## src/fima_pkg.sv

```systemverilog
// Shared types and codes for the frame interval moving average unit.
`timescale 1ns / 1ps

package fima_pkg;

    localparam int unsigned OUT_WIDTH   = 32;
    localparam int unsigned WIN_WIDTH   = 7;
    localparam int unsigned CFG_IDX_W   = 2;

    // Configuration register indexes.
    localparam logic [CFG_IDX_W-1:0] CFG_TICKS_PER_SECOND = 2'd0;
    localparam logic [CFG_IDX_W-1:0] CFG_RECENT_WINDOW    = 2'd1;

    // Division slots, run in this order.
    localparam logic [1:0] DIV_MEAN_ALL = 2'd0;
    localparam logic [1:0] DIV_MEAN_REC = 2'd1;
    localparam logic [1:0] DIV_RATE_ALL = 2'd2;
    localparam logic [1:0] DIV_RATE_REC = 2'd3;

    typedef struct packed {
        logic       capture;
        logic       update;
        logic       walk;
        logic       div_start;
        logic       div_store;
        logic [1:0] div_sel;
        logic       out_load;
    } cmd_t;

    typedef struct packed {
        logic walk_done;
        logic div_done;
    } sts_t;

endpackage

```

## src/fima_div.sv

```systemverilog
// Restoring serial divider, one quotient bit per cycle.
`timescale 1ns / 1ps

module fima_div #(
    parameter int unsigned W = 40
) (
    input  logic         aclk,
    input  logic         aresetn,
    input  logic         start,
    input  logic [W-1:0] dividend,
    input  logic [W-1:0] divisor,
    output logic         done,
    output logic [W-1:0] quotient
);

    localparam int unsigned CNT_W = $clog2(W + 1);

    logic [W:0]       rem_reg;
    logic [W-1:0]     quo_reg;
    logic [W-1:0]     dvs_reg;
    logic [CNT_W-1:0] cnt_reg;
    logic             active_reg;
    logic             done_reg;

    logic [W:0] trial;
    logic       ge;

    assign trial = {rem_reg[W-1:0], quo_reg[W-1]};
    assign ge    = trial >= {1'b0, dvs_reg};

    always_ff @(posedge aclk) begin
        if (!aresetn) begin
            active_reg <= 1'b0;
            done_reg   <= 1'b0;
        end else begin
            done_reg <= 1'b0;
            if (start) begin
                active_reg <= 1'b1;
            end else if (active_reg && cnt_reg == CNT_W'(1)) begin
                active_reg <= 1'b0;
                done_reg   <= 1'b1;
            end
        end
    end

    always_ff @(posedge aclk) begin
        if (start) begin
            rem_reg <= '0;
            quo_reg <= dividend;
            dvs_reg <= divisor;
            cnt_reg <= CNT_W'(W);
        end else if (active_reg) begin
            rem_reg <= ge ? (trial - {1'b0, dvs_reg}) : trial;
            quo_reg <= {quo_reg[W-2:0], ge};
            cnt_reg <= cnt_reg - CNT_W'(1);
        end
    end

    assign done     = done_reg;
    assign quotient = quo_reg;

endmodule

```

## src/fima_dp.sv

```systemverilog
// Datapath: history ring, running total, window walk, products and divider.
`timescale 1ns / 1ps

module fima_dp #(
    parameter int unsigned HISTORY_DEPTH = 64,
    parameter int unsigned TIME_WIDTH    = 32
) (
    input  logic                                   aclk,
    input  logic                                   aresetn,
    input  fima_pkg::cmd_t                         cmd,
    output fima_pkg::sts_t                         sts,
    input  logic                                   cfg_wr_en,
    input  logic [fima_pkg::CFG_IDX_W-1:0]         cfg_index,
    input  logic [fima_pkg::OUT_WIDTH-1:0]         cfg_wdata,
    input  logic [TIME_WIDTH-1:0]                  s_frame_timestamp,
    output logic [fima_pkg::OUT_WIDTH-1:0]         m_mean_interval_all,
    output logic [fima_pkg::OUT_WIDTH-1:0]         m_mean_interval_recent,
    output logic [fima_pkg::OUT_WIDTH-1:0]         m_rate_all,
    output logic [fima_pkg::OUT_WIDTH-1:0]         m_rate_recent,
    output logic [fima_pkg::WIN_WIDTH-1:0]         m_history_count
);

    localparam int unsigned OW   = fima_pkg::OUT_WIDTH;
    localparam int unsigned WINW = fima_pkg::WIN_WIDTH;
    localparam int unsigned CW   = $clog2(HISTORY_DEPTH + 1);
    localparam int unsigned AW   = (HISTORY_DEPTH > 1) ? $clog2(HISTORY_DEPTH) : 1;
    localparam int unsigned TOTW = TIME_WIDTH + CW;
    localparam int unsigned PW   = CW + OW;
    localparam int unsigned DW   = (TOTW > PW) ? TOTW : PW;
    localparam int unsigned MW   = (CW > WINW) ? CW : WINW;
    localparam logic [MW-1:0] CNT_SAT = MW'((1 << WINW) - 1);

    logic [TIME_WIDTH-1:0] ring_mem [HISTORY_DEPTH];

    logic [OW-1:0]         tps_reg;
    logic [WINW-1:0]       win_reg;
    logic [TIME_WIDTH-1:0] prev_ts_reg;
    logic [TIME_WIDTH-1:0] interval_reg;
    logic [TIME_WIDTH-1:0] rdata_reg;
    logic [AW-1:0]         wp_reg;
    logic [CW-1:0]         count_reg;
    logic [TOTW-1:0]       total_reg;
    logic [CW-1:0]         w_reg;
    logic [AW-1:0]         walk_pos_reg;
    logic [CW-1:0]         walk_left_reg;
    logic                  pend_reg;
    logic [TOTW-1:0]       sum_reg;
    logic [PW-1:0]         prod_all_reg;
    logic [PW-1:0]         prod_rec_reg;
    logic [OW-1:0]         res_mean_all_reg;
    logic [OW-1:0]         res_mean_rec_reg;
    logic [OW-1:0]         res_rate_all_reg;
    logic [OW-1:0]         res_rate_rec_reg;
    logic [OW-1:0]         out_mean_all_reg;
    logic [OW-1:0]         out_mean_rec_reg;
    logic [OW-1:0]         out_rate_all_reg;
    logic [OW-1:0]         out_rate_rec_reg;
    logic [WINW-1:0]       out_count_reg;

    logic          full;
    logic [AW-1:0] wp_next;
    logic [CW-1:0] count_next;
    logic [MW-1:0] win_ext;
    logic [MW-1:0] cnt_ext;
    logic [CW-1:0] w_next;
    logic [AW-1:0] pos_dec;
    logic [AW-1:0] rd_addr;
    logic [DW-1:0] div_dividend;
    logic [DW-1:0] div_divisor;
    logic [DW-1:0] div_quotient;
    logic [OW-1:0] q_sat;
    logic          div_done;

    assign full       = count_reg == CW'(HISTORY_DEPTH);
    assign wp_next    = (wp_reg == AW'(HISTORY_DEPTH - 1)) ? '0 : wp_reg + AW'(1);
    assign count_next = full ? count_reg : count_reg + CW'(1);
    assign win_ext    = MW'(win_reg);
    assign cnt_ext    = MW'(count_next);
    assign w_next     = (win_ext < cnt_ext) ? CW'(win_ext) : count_next;
    assign pos_dec    = (walk_pos_reg == '0) ? AW'(HISTORY_DEPTH - 1)
                                             : walk_pos_reg - AW'(1);
    assign rd_addr    = cmd.capture ? wp_reg : pos_dec;

    // Configuration registers.
    always_ff @(posedge aclk) begin
        if (!aresetn) begin
            tps_reg <= OW'(1000000);
            win_reg <= WINW'(16);
        end else if (cfg_wr_en) begin
            unique case (cfg_index)
                fima_pkg::CFG_TICKS_PER_SECOND: tps_reg <= cfg_wdata;
                fima_pkg::CFG_RECENT_WINDOW:    win_reg <= cfg_wdata[WINW-1:0];
                default: ;
            endcase
        end
    end

    // History memory: one write, one registered read per cycle.
    always_ff @(posedge aclk) begin
        if (cmd.update) begin
            ring_mem[wp_reg] <= interval_reg;
        end
        rdata_reg <= ring_mem[rd_addr];
    end

    // History state.
    always_ff @(posedge aclk) begin
        if (!aresetn) begin
            prev_ts_reg   <= '0;
            wp_reg        <= '0;
            count_reg     <= '0;
            total_reg     <= '0;
            walk_left_reg <= '0;
            pend_reg      <= 1'b0;
        end else begin
            if (cmd.capture) begin
                prev_ts_reg <= s_frame_timestamp;
            end
            if (cmd.update) begin
                total_reg     <= total_reg + TOTW'(interval_reg)
                                 - (full ? TOTW'(rdata_reg) : '0);
                wp_reg        <= wp_next;
                count_reg     <= count_next;
                walk_left_reg <= w_next;
                pend_reg      <= 1'b0;
            end else if (cmd.walk) begin
                pend_reg <= walk_left_reg != '0;
                if (walk_left_reg != '0) begin
                    walk_left_reg <= walk_left_reg - CW'(1);
                end
            end
        end
    end

    always_ff @(posedge aclk) begin
        if (cmd.capture) begin
            interval_reg <= s_frame_timestamp - prev_ts_reg;
        end
        if (cmd.update) begin
            w_reg        <= w_next;
            walk_pos_reg <= wp_next;
            sum_reg      <= '0;
        end else if (cmd.walk) begin
            if (walk_left_reg != '0) begin
                walk_pos_reg <= pos_dec;
            end
            if (pend_reg) begin
                sum_reg <= sum_reg + TOTW'(rdata_reg);
            end
            prod_all_reg <= PW'(count_reg) * PW'(tps_reg);
            prod_rec_reg <= PW'(w_reg) * PW'(tps_reg);
        end
    end

    always_comb begin
        unique case (cmd.div_sel)
            fima_pkg::DIV_MEAN_ALL: begin
                div_dividend = DW'(total_reg);
                div_divisor  = DW'(count_reg);
            end
            fima_pkg::DIV_MEAN_REC: begin
                div_dividend = DW'(sum_reg);
                div_divisor  = DW'(w_reg);
            end
            fima_pkg::DIV_RATE_ALL: begin
                div_dividend = DW'(prod_all_reg);
                div_divisor  = DW'(total_reg);
            end
            default: begin
                div_dividend = DW'(prod_rec_reg);
                div_divisor  = DW'(sum_reg);
            end
        endcase
    end

    // Zero divisor yields all ones, which saturates as a rate must.
    fima_div #(
        .W (DW)
    ) u_div (
        .aclk     (aclk),
        .aresetn  (aresetn),
        .start    (cmd.div_start),
        .dividend (div_dividend),
        .divisor  (div_divisor),
        .done     (div_done),
        .quotient (div_quotient)
    );

    assign q_sat = (|div_quotient[DW-1:OW]) ? '1 : div_quotient[OW-1:0];

    always_ff @(posedge aclk) begin
        if (cmd.div_store) begin
            unique case (cmd.div_sel)
                fima_pkg::DIV_MEAN_ALL: res_mean_all_reg <= q_sat;
                fima_pkg::DIV_MEAN_REC: res_mean_rec_reg <= (w_reg == '0) ? '0 : q_sat;
                fima_pkg::DIV_RATE_ALL: res_rate_all_reg <= q_sat;
                default:                res_rate_rec_reg <= (w_reg == '0) ? '0 : q_sat;
            endcase
        end
        if (cmd.out_load) begin
            out_mean_all_reg <= res_mean_all_reg;
            out_mean_rec_reg <= res_mean_rec_reg;
            out_rate_all_reg <= res_rate_all_reg;
            out_rate_rec_reg <= res_rate_rec_reg;
            out_count_reg    <= (MW'(count_reg) > CNT_SAT) ? CNT_SAT[WINW-1:0]
                                                           : WINW'(count_reg);
        end
    end

    // Only looked at by the controller while it walks.
    assign sts.walk_done = (walk_left_reg == '0) && !pend_reg;
    assign sts.div_done  = div_done;

    assign m_mean_interval_all    = out_mean_all_reg;
    assign m_mean_interval_recent = out_mean_rec_reg;
    assign m_rate_all             = out_rate_all_reg;
    assign m_rate_recent          = out_rate_rec_reg;
    assign m_history_count        = out_count_reg;

endmodule

```

## src/fima_ctrl.sv

```systemverilog
// Controller state machine: sequences push, walk, divisions and output.
`timescale 1ns / 1ps

module fima_ctrl (
    input  logic           aclk,
    input  logic           aresetn,
    input  logic           s_valid,
    output logic           s_ready,
    output logic           m_valid,
    input  logic           m_ready,
    output fima_pkg::cmd_t cmd,
    input  fima_pkg::sts_t sts
);

    localparam logic [2:0] ST_IDLE     = 3'd0;
    localparam logic [2:0] ST_UPDATE   = 3'd1;
    localparam logic [2:0] ST_WALK     = 3'd2;
    localparam logic [2:0] ST_DIV_GO   = 3'd3;
    localparam logic [2:0] ST_DIV_WAIT = 3'd4;
    localparam logic [2:0] ST_DONE     = 3'd5;

    logic [2:0] state_reg, state_next;
    logic [1:0] sel_reg, sel_next;
    logic       m_valid_reg, m_valid_next;

    always_ff @(posedge aclk) begin
        if (!aresetn) begin
            state_reg   <= ST_IDLE;
            sel_reg     <= fima_pkg::DIV_MEAN_ALL;
            m_valid_reg <= 1'b0;
        end else begin
            state_reg   <= state_next;
            sel_reg     <= sel_next;
            m_valid_reg <= m_valid_next;
        end
    end

    always_comb begin
        state_next   = state_reg;
        sel_next     = sel_reg;
        m_valid_next = m_valid_reg && !m_ready;
        cmd          = '0;
        cmd.div_sel  = sel_reg;
        unique case (state_reg)
            ST_IDLE: begin
                if (s_valid) begin
                    cmd.capture = 1'b1;
                    state_next  = ST_UPDATE;
                end
            end
            ST_UPDATE: begin
                cmd.update = 1'b1;
                state_next = ST_WALK;
            end
            ST_WALK: begin
                cmd.walk = 1'b1;
                if (sts.walk_done) begin
                    sel_next   = fima_pkg::DIV_MEAN_ALL;
                    state_next = ST_DIV_GO;
                end
            end
            ST_DIV_GO: begin
                cmd.div_start = 1'b1;
                state_next    = ST_DIV_WAIT;
            end
            ST_DIV_WAIT: begin
                if (sts.div_done) begin
                    cmd.div_store = 1'b1;
                    if (sel_reg == fima_pkg::DIV_RATE_REC) begin
                        state_next = ST_DONE;
                    end else begin
                        sel_next   = sel_reg + 2'd1;
                        state_next = ST_DIV_GO;
                    end
                end
            end
            ST_DONE: begin
                if (!m_valid_reg || m_ready) begin
                    cmd.out_load = 1'b1;
                    m_valid_next = 1'b1;
                    state_next   = ST_IDLE;
                end
            end
            default: begin
                state_next = ST_IDLE;
            end
        endcase
    end

    assign s_ready = state_reg == ST_IDLE;
    assign m_valid = m_valid_reg;

endmodule

```

## src/frame_interval_moving_average_unit.sv

```systemverilog
// Top level of the frame interval moving average unit.
`timescale 1ns / 1ps
// Usage:
//   Input channel s_*: one request per frame boundary carrying the free-running
//   timestamp. The wrapped difference from the previous mark is the interval.
//   Output channel m_*: one result request per input: mean interval over the
//   whole history and over the last recent_window frames, the two frame rates
//   and the entry count.
//   Config port cfg_*: write ticks_per_second (index 0) or recent_window
//   (index 1) while idle; other indexes are dropped.
// Sequencing:
//   The window walk reads w = min(window, count) history entries, one per cycle,
//   from the ring RAM; the shared one-bit-per-cycle divider then runs four
//   divisions. DW, the divider width, is max(TIME_WIDTH, 32) +
//   clog2(HISTORY_DEPTH+1). One frame is worked at a time.
// Reset: clears the history, the previous timestamp (first interval counts
//   from 0) and loads ticks_per_second = 1000000, recent_window = 16.
// Stall: a result waits in the output register; the next frame is still
//   accepted and computed, and is held until the waiting result is taken.

module frame_interval_moving_average_unit #(
    parameter int unsigned HISTORY_DEPTH = 64,
    parameter int unsigned TIME_WIDTH    = 32
) (
    input  logic                                aclk,
    input  logic                                aresetn,
    input  logic                                cfg_wr_en,
    input  logic [fima_pkg::CFG_IDX_W-1:0]      cfg_index,
    input  logic [fima_pkg::OUT_WIDTH-1:0]      cfg_wdata,
    input  logic                                s_valid,
    output logic                                s_ready,
    input  logic [TIME_WIDTH-1:0]               s_frame_timestamp,
    output logic                                m_valid,
    input  logic                                m_ready,
    output logic [fima_pkg::OUT_WIDTH-1:0]      m_mean_interval_all,
    output logic [fima_pkg::OUT_WIDTH-1:0]      m_mean_interval_recent,
    output logic [fima_pkg::OUT_WIDTH-1:0]      m_rate_all,
    output logic [fima_pkg::OUT_WIDTH-1:0]      m_rate_recent,
    output logic [fima_pkg::WIN_WIDTH-1:0]      m_history_count
);

    fima_pkg::cmd_t cmd;
    fima_pkg::sts_t sts;

    // Sequencer: idle -> push -> walk -> four divisions -> output load.
    fima_ctrl u_ctrl (
        .aclk    (aclk),
        .aresetn (aresetn),
        .s_valid (s_valid),
        .s_ready (s_ready),
        .m_valid (m_valid),
        .m_ready (m_ready),
        .cmd     (cmd),
        .sts     (sts)
    );

    // Ring, totals, products, divider and the output register.
    fima_dp #(
        .HISTORY_DEPTH (HISTORY_DEPTH),
        .TIME_WIDTH    (TIME_WIDTH)
    ) u_dp (
        .aclk                   (aclk),
        .aresetn                (aresetn),
        .cmd                    (cmd),
        .sts                    (sts),
        .cfg_wr_en              (cfg_wr_en),
        .cfg_index              (cfg_index),
        .cfg_wdata              (cfg_wdata),
        .s_frame_timestamp      (s_frame_timestamp),
        .m_mean_interval_all    (m_mean_interval_all),
        .m_mean_interval_recent (m_mean_interval_recent),
        .m_rate_all             (m_rate_all),
        .m_rate_recent          (m_rate_recent),
        .m_history_count        (m_history_count)
    );

endmodule

```

## config.mk

```make
export PLATFORM = sky130hd
export DESIGN_NAME = frame_interval_moving_average_unit
export DESIGN_NICKNAME = d
export VERILOG_FILES = /design/src/fima_pkg.sv /design/src/fima_div.sv /design/src/fima_dp.sv /design/src/fima_ctrl.sv /design/src/frame_interval_moving_average_unit.sv
export SDC_FILE = /design/constraint.sdc
export NUM_CORES = 2
export LEC_CHECK = 0
export BUFFER_PORTS_ARGS = -buffer_cell sky130_fd_sc_hd__buf_2
export CORE_MARGIN = 3
export CORE_UTILIZATION = 52
export DETAILED_ROUTE_END_ITERATION = 8
export PLACE_DENSITY = 0.72
export SLEW_MARGIN = 40
export SYNTH_ARGS = -nofsm -noshare
export SYNTH_HDL_FRONTEND = slang
export SYNTH_SLANG_ARGS = --single-unit
```

## constraint.sdc

```tcl
create_clock -name aclk -period 9 [get_ports aclk]
set_clock_uncertainty 0.2 [all_clocks]
set_input_delay 0.9 -clock aclk [delete_from_list [all_inputs] [get_ports aclk]]
set_output_delay 0.9 -clock aclk [all_outputs]
set_load 0.02 [all_outputs]
```

==> Word level (Yosys, flattened, before mapping) <==
Memories as Yosys holds them, arrays and structs flattened. A register that Yosys moved wholly into a read port is not among the register bits.
Cells that the tools add are included.
{ "word_totals": {"ff_bits": 687, "mem_bits_rw": 2048, "inputBits": 71, "wordCells": 148, "n_memories": 1} }
{ "classes": {"addsub": 11, "n_mul": 2, "n_lt_le_gt_ge": 3, "n_eq_ne": 17, "mux": 45, "bitwise": 3, "n_reduce_logical": 34} }
{ "memory_table": {"columns": ["name", "words", "width", "rd", "rd_clocked_by_memory_dff", "write_ports", "line_no", "source"], "rows": [
  ["u_dp.ring_mem", 64, 32, 1, 1, 1, "fima_dp.sv:33", "logic [TIME_WIDTH-1:0] ring_mem [HISTORY_DEPTH];"]
]} }
{ "ops": {"columns": ["op", "count"], "rows": [
  ["$pmux W39 S3", 2],
  ["$mux W39", 3],
  ["$mux W32", 3],
  ["$add A39 B32 Y39", 2],
  ["$mul A7 B32 Y39", 2],
  ["$sub A39 B39 Y39", 2],
  ["$ge A40 B39 Y1", 1],
  ["$mux W6", 6],
  ["$mux W7", 5],
  ["$sub A32 B32 Y32", 1],
  ["$pmux W3 S6", 1],
  ["$reduce_and A2 Y1", 9],
  ["$mux W1", 16],
  ["$mux W3", 5],
  ["$logic_not A7 Y1", 2],
  ["$sub A6 B1 Y6 const B", 2],
  ["$reduce_bool A2 Y1", 5],
  ["$reduce_and A4 Y1", 2],
  ["$add A7 B1 Y7 const B", 1],
  ["$eq A7 B7 Y1 const B", 1],
  ["$gt A7 B7 Y1 const B", 1],
  ["$lt A7 B7 Y1", 1],
  ["$reduce_bool A7 Y1", 1],
  ["$reduce_or A7 Y1", 1],
  ["other kinds (23)", 40]
]} }

==> Logic depth before layout (Yosys ltp) <==
{ "depth": {"ltp_word": 5, "mapped_depth": 24, "depth_no_buf": 21} }

==> Cells and area by module <==
A second synthesis with hierarchy kept.
{ "unflattened": {"hier_cells": 8159, "area_unflattened_um2": 128319.3} }
{ "by_module_without_submodules": {"columns": ["module", "instances", "cells_each", "area_per_inst_um2", "seq_area_each_um2"], "rows": [
  ["fima_dp", 1, 7369, 120604.4, 77134.0],
  ["fima_div", 1, 744, 7303.3, 3283.1],
  ["fima_ctrl", 1, 46, 411.6, 120.1]
]} }

==> Worst setup path before layout <==
OpenSTA, ideal clock, no wires.
{ "synth_timing": {"path_type": "input to register", "startpoint": "input m_ready", "endpoint": "register u_dp.out_count_reg[0], in the netlist u_dp.m_history_count[0] (enable)", "setup_ns": 0.631, "t_arrival_ns": 6.573, "required_time_ns": 8.169, "path_slack_ns": 1.596, "path_stages": 2, "path_buffers": 0, "cell_sequence": "nor2b_1 > nor2_1"} }
{ "synth_lines": {"columns": ["element", "line_no", "source"], "rows": [
  ["start: declaration", "frame_interval_moving_average_unit.sv:34", "input logic m_ready,"],
  ["end signal: assignment", "fima_dp.sv:205", "out_count_reg <= (MW'(count_reg) > CNT_SAT) ? CNT_SAT[WINW-1:0]"],
  ["end: declaration", "fima_dp.sv:58", "logic [WINW-1:0] out_count_reg;"]
]} }

==> Final worst setup path <==
{ "layout_timing": {"startpoint": "register u_dp.w_reg[1]", "endpoint": "register u_dp.prod_rec_reg[35], data pin"} }
{ "layout_between": {"elab_chain_len": 1} }
{ "layout_rtl": {"columns": ["element", "line_no", "source"], "rows": [
  ["start: declaration", "fima_dp.sv:43", "logic [CW-1:0] w_reg;"],
  ["start signal: assignment", "fima_dp.sv:140", "w_reg <= w_next;"],
  ["$mul A7 B32 Y39", "fima_dp.sv:151", "prod_rec_reg <= PW'(w_reg) * PW'(tps_reg);"],
  ["end signal: assignment", "fima_dp.sv:151", null],
  ["end: declaration", "fima_dp.sv:49", "logic [PW-1:0] prod_rec_reg;"]
]} }
No other way between the ends.
A chain may end at the register's enable or synchronous reset.

==> parameters.txt <==
Parameter                              Value

Run status
  Result of the run ... finished, violations left
  Failing checks ... DRC

Yosys
  Number of enable-type register cells in the synthesized netlist ... 2512
  Top FF cell, synth ... sky130_fd_sc_hd__edfxtp_1
  Net count after synthesis ... 11700
  Fraction of synthesized cell area taken by the top area cell type ... 58.32%
  Ranking of synthesized cells by area ... sky130_fd_sc_hd__edfxtp_1 58%, sky130_fd_sc_hd__nand2_1 7.6%, sky130_fd_sc_hd__fa_1 5.2%, sky130_fd_sc_hd__dfxtp_1 3.9%, sky130_fd_sc_hd__ha_1 2.6%
  Combinational family with the most area after synthesis ... simple AND/OR/NAND/NOR gates
  Fraction of the yosys area taken by sequential cells ... 62.27%
  Post-synthesis register bit count ... 2767
  Number of instances in the synthesized netlist ... 11030
  Top cell type by total area after synthesis ... sky130_fd_sc_hd__edfxtp_1
  Cell area after technology mapping ... 129300 sq um
  Synthesized area divided by synthesized cell count ... 11.73 sq um
  Post-synthesis simple-gate area fraction ... 15.10%
  Post-synthesis async set-or-reset flop share ... 0%
  Synth warn ... 0
  Multiplexer fraction of the synthesized cell area ... 0.3221%
  Compound-cell area share of the yosys netlist ... 9.263%
  Post-synthesis adder-cell area fraction ... 7.795%
  Fraction of synthesized cell area in xor and xnor cells ... 1.463%
  Number of distinct library cell variants in the gate-level netlist after synthesis ... 78

Worst setup path
  Critical path, cell by cell ... buf_4, and2_1, fa_1, fa_1, fa_1, inv_1, fa_1, inv_1, ha_1, a21o_1, a211oi_1, nor3b_1, a211oi_1, o21ai_0, a211oi_1, o21ai_0, a21oi_1, or4b_1, o211ai_1
  Crit path DAT ... 7.49 ns
  Maximum fanout encountered on the critical timing path ... 21
  Delay contributed by the slowest stage of the critical path ... 0.86 ns
  Worst setup path category ... reg2reg
  Data required time at the worst endpoint ... 9.53 ns
  Critical Path Most Common Cell ... sky130_fd_sc_hd__fa_1
  Critical path capture point type ... flip-flop
  Slowest cell on the critical path ... sky130_fd_sc_hd__edfxtp_1
  Buffers and inverters on the worst path ... 3
  CP startpoint kind ... flip-flop
  Delay-heaviest family, CP ... compound AO/OA/AOI/OAI gates

Cells and area
  Area taken by multi-input logic gates ... 44630 sq um
  Filler cell count ... 19210
  Register cell area after layout ... 80540 sq um
  Non-filler cells, final ... 14600
  Nets@finish ... 11750
  Most common cell after layout, fill and taps aside ... sky130_fd_sc_hd__nand2_1
  Synthesis-to-layout area growth ... 11.25%
  Ratio of cells with drive above 1 in the final layout ... 8.518%
  Max FFs per register ... 2048
  Most frequent cells in the layout ... 2623 x sky130_fd_sc_hd__nand2_1, 2512 x sky130_fd_sc_hd__edfxtp_1, 586 x sky130_fd_sc_hd__nand3_1
  Register with the most flip-flops ... u_dp.ring_mem

Floorplanning
  Initial Utilization ... 52.44%
  Number of primary I/O pins ... 208
  Floorplan die area ... 254700 sq um
  Area of the placeable core ... 246600 sq um
  X dimension of the die ... 504.7 microns
  Vertical die dimension ... 504.7 microns
  Rows ... 182

Power
  Power density over the cells ... 288.2 nW/um^2
  Max VDD drop ... 0.0002503 V
  Pleak ... 53.55 nW

Placement
  Port bufs ... 207
  Dpl cells ... 14060
  Gpl congestion ... 0.9196
  Final HPWL from detailed placement ... 206.5 mm

Clocking
  Clock net sink count ... 2767
  Setup Fix Bufs, Post-CTS ... 0
  Clock transition time at the flip-flop clock pins of the worst setup and hold paths ... 0.06 ns
  Source-to-sink clock delay at the later pin of the worst-skew pair ... 0.95 ns
  Number of clock buffers inserted by TritonCTS ... 299
  CTS tree ... yes
  Number of levels the H-tree was split into ... 5
  Clock Root Buffer ... sky130_fd_sc_hd__clkbuf_16
  Maximum clock insertion buffer count ... 4

Routing
  Total routed wirelength ... 355.9 mm
  Routed wire length per instance ... 24.39 microns
  ANT nets after route ... 0
  Detailed-route DRC error count ... 6
  DRC marker count from the first detailed-route iteration ... 10730
  Via count normalized by instance count ... 6.065
  Total iterations of the first detailed-routing run ... 9
  Total number of vias ... 88530

GRT
  Global routing met3 resource utilization ... 4.861%
  Global Route met2 Usage ... 43.97%
  GRT Residual Overflow ... 0
  Maximum number of pins on one net before global-route repair ... 152
  Global-route wire length before repair ... 528.0 mm
  Number of antenna violations at the first check in global routing ... 10
  Via count of the first global-routing pass ... 86310
  Most used routing layer in global routing ... met2
  Global routing usage on met1 ... 34.82%
  Combined global-route utilization of all metal layers ... 27.15%

Timing
  Headroom to the max-slew limit ... 37.09%
  Final hold violation count ... 0
  Number of endpoints failing setup at the final stage ... 0
  Transition time at the pin with the least slew margin ... 0.9381 ns
  Crit share post-route ... 77.30%
  Final-report max-slew violation count ... 0
  Highest achievable clock rate ... 143.7 MHz
  Period minus WS final ... 6.957 ns
  Unrepaired setup endpoints after global routing ... no
  Post-Route Setup TNS ... 0 ns

Min path
  Class of the most critical hold timing path ... in2reg

Flow run
  Reported max-cap violation count ... 0
-- synth_stat cells, types with 24 or more instances --
| cell | n |
|---|---|
| sky130_fd_sc_hd__a222oi_1 | 46 |
| sky130_fd_sc_hd__nor2b_1 | 41 |
| sky130_fd_sc_hd__xnor2_1 | 136 |
| sky130_fd_sc_hd__buf_2 | 114 |
| sky130_fd_sc_hd__a21oi_1 | 405 |
| sky130_fd_sc_hd__nand3_1 | 594 |
| sky130_fd_sc_hd__mux2i_1 | 36 |
| sky130_fd_sc_hd__nand2b_1 | 27 |
| sky130_fd_sc_hd__inv_1 | 559 |
| sky130_fd_sc_hd__nand2_1 | 2627 |
| sky130_fd_sc_hd__nor2_1 | 296 |
| sky130_fd_sc_hd__nor3_1 | 32 |
| sky130_fd_sc_hd__o21bai_1 | 38 |
| sky130_fd_sc_hd__a211oi_1 | 125 |
| sky130_fd_sc_hd__o21ai_0 | 231 |
| sky130_fd_sc_hd__dfxtp_1 | 255 |
| sky130_fd_sc_hd__a21boi_0 | 70 |
| sky130_fd_sc_hd__and2_1 | 426 |
| sky130_fd_sc_hd__xor2_1 | 80 |
| sky130_fd_sc_hd__ha_1 | 273 |
| sky130_fd_sc_hd__fa_1 | 333 |
| sky130_fd_sc_hd__clkbuf_1 | 546 |
| sky130_fd_sc_hd__and3_1 | 285 |
| sky130_fd_sc_hd__a311oi_1 | 385 |
| sky130_fd_sc_hd__a21o_1 | 139 |
| sky130_fd_sc_hd__edfxtp_1 | 2512 |
| sky130_fd_sc_hd__buf_1 | 24 |
| sky130_fd_sc_hd__a31oi_1 | 156 |
-- routing by layer --
metal / wire (microns) / up-vias
met5: 9 / -
met4: 20800 / 2
met3: 34620 / 904
met2: 168100 / 4722
met1: 132400 / 43600
li1: - / 39290
-- per-stage QoR --
| stage | setup WS (ns) | utilization (%) | instance area (sq um) | hold slack, ns | total power [mW] |
|---|---|---|---|---|---|
| after global placement | 2.172 | 54.40 | 134200 | 0.2022 | 29.39 |
| after floorplan | 1.596 | - | 129300 | 0.2003 | 24.91 |
| after detailed placement | 2.131 | 54.47 | 134300 | 0.2045 | 29.75 |
| final | 2.043 | 58.34 | 143900 | 0.04138 | 41.47 |
| after global routing | 1.721 | 58.34 | 143900 | 0.02537 | 43.29 |
| after CTS | 2.082 | 58.24 | 143600 | 0.0001278 | 41.36 |
-- worst paths after layout --
kind	startpoint	to	slack, ns	cells after the start
setup reg to reg	u_dp.w_reg[1]	u_dp.prod_rec_reg[35]	2.04	19
hold reg to reg	u_dp.res_rate_rec_reg[18]	u_dp.m_rate_recent[18]	0.19	0
hold / removal	s_frame_timestamp[23]	u_dp.prev_ts_reg[23]	0.04	3
setup / recovery	u_dp.w_reg[1]	u_dp.prod_rec_reg[35]	2.04	19
-- power breakdown --
group / internal (mW) / switching, mW
registers: 15.1 / 0.555
clock network: 6.76 / 4.90
logic: 4.39 / 9.81
total: 26.2 / 15.3
-- area by class of cell --
class / count / area share, %
multi-input cells: 7004 / 31.02
clock buffers: 363 / 5.395
clock inverters: 150 / 0.9479
inverters: 562 / 1.470
flip-flops and latches: 2767 / 55.98
diodes: 2 / 0.003478
repair buffers: 436 / 2.304
well taps: 3312 / 2.880
-- tightest hold or removal path: stages --
cell	delay (ns)
sky130_fd_sc_hd__buf_2	0.11
sky130_fd_sc_hd__nand2_1	0.05
sky130_fd_sc_hd__a21boi_0	0.06
-- logic make-up (layout without fill, tap and decap cells) --
family | count (synthesis) | in the layout
fa+ha+maj | 606 | 606
buf+inv | 1256 | 1511
flops | 2767 | 2767
mux | 41 | 41
other cells | 0 | 2
xor+xnor | 216 | 216
simple gates | 4406 | 4406
compound gates | 1735 | 1735
-- repair_timing --
item                                    CTS  global route
endpoints found under the setup margin    0             0
endpoints found under the hold margin    17             0
gates resized for setup                   0             0
hold buffers                             17             0
No activity file was read; power rests on OpenSTA's default activity.
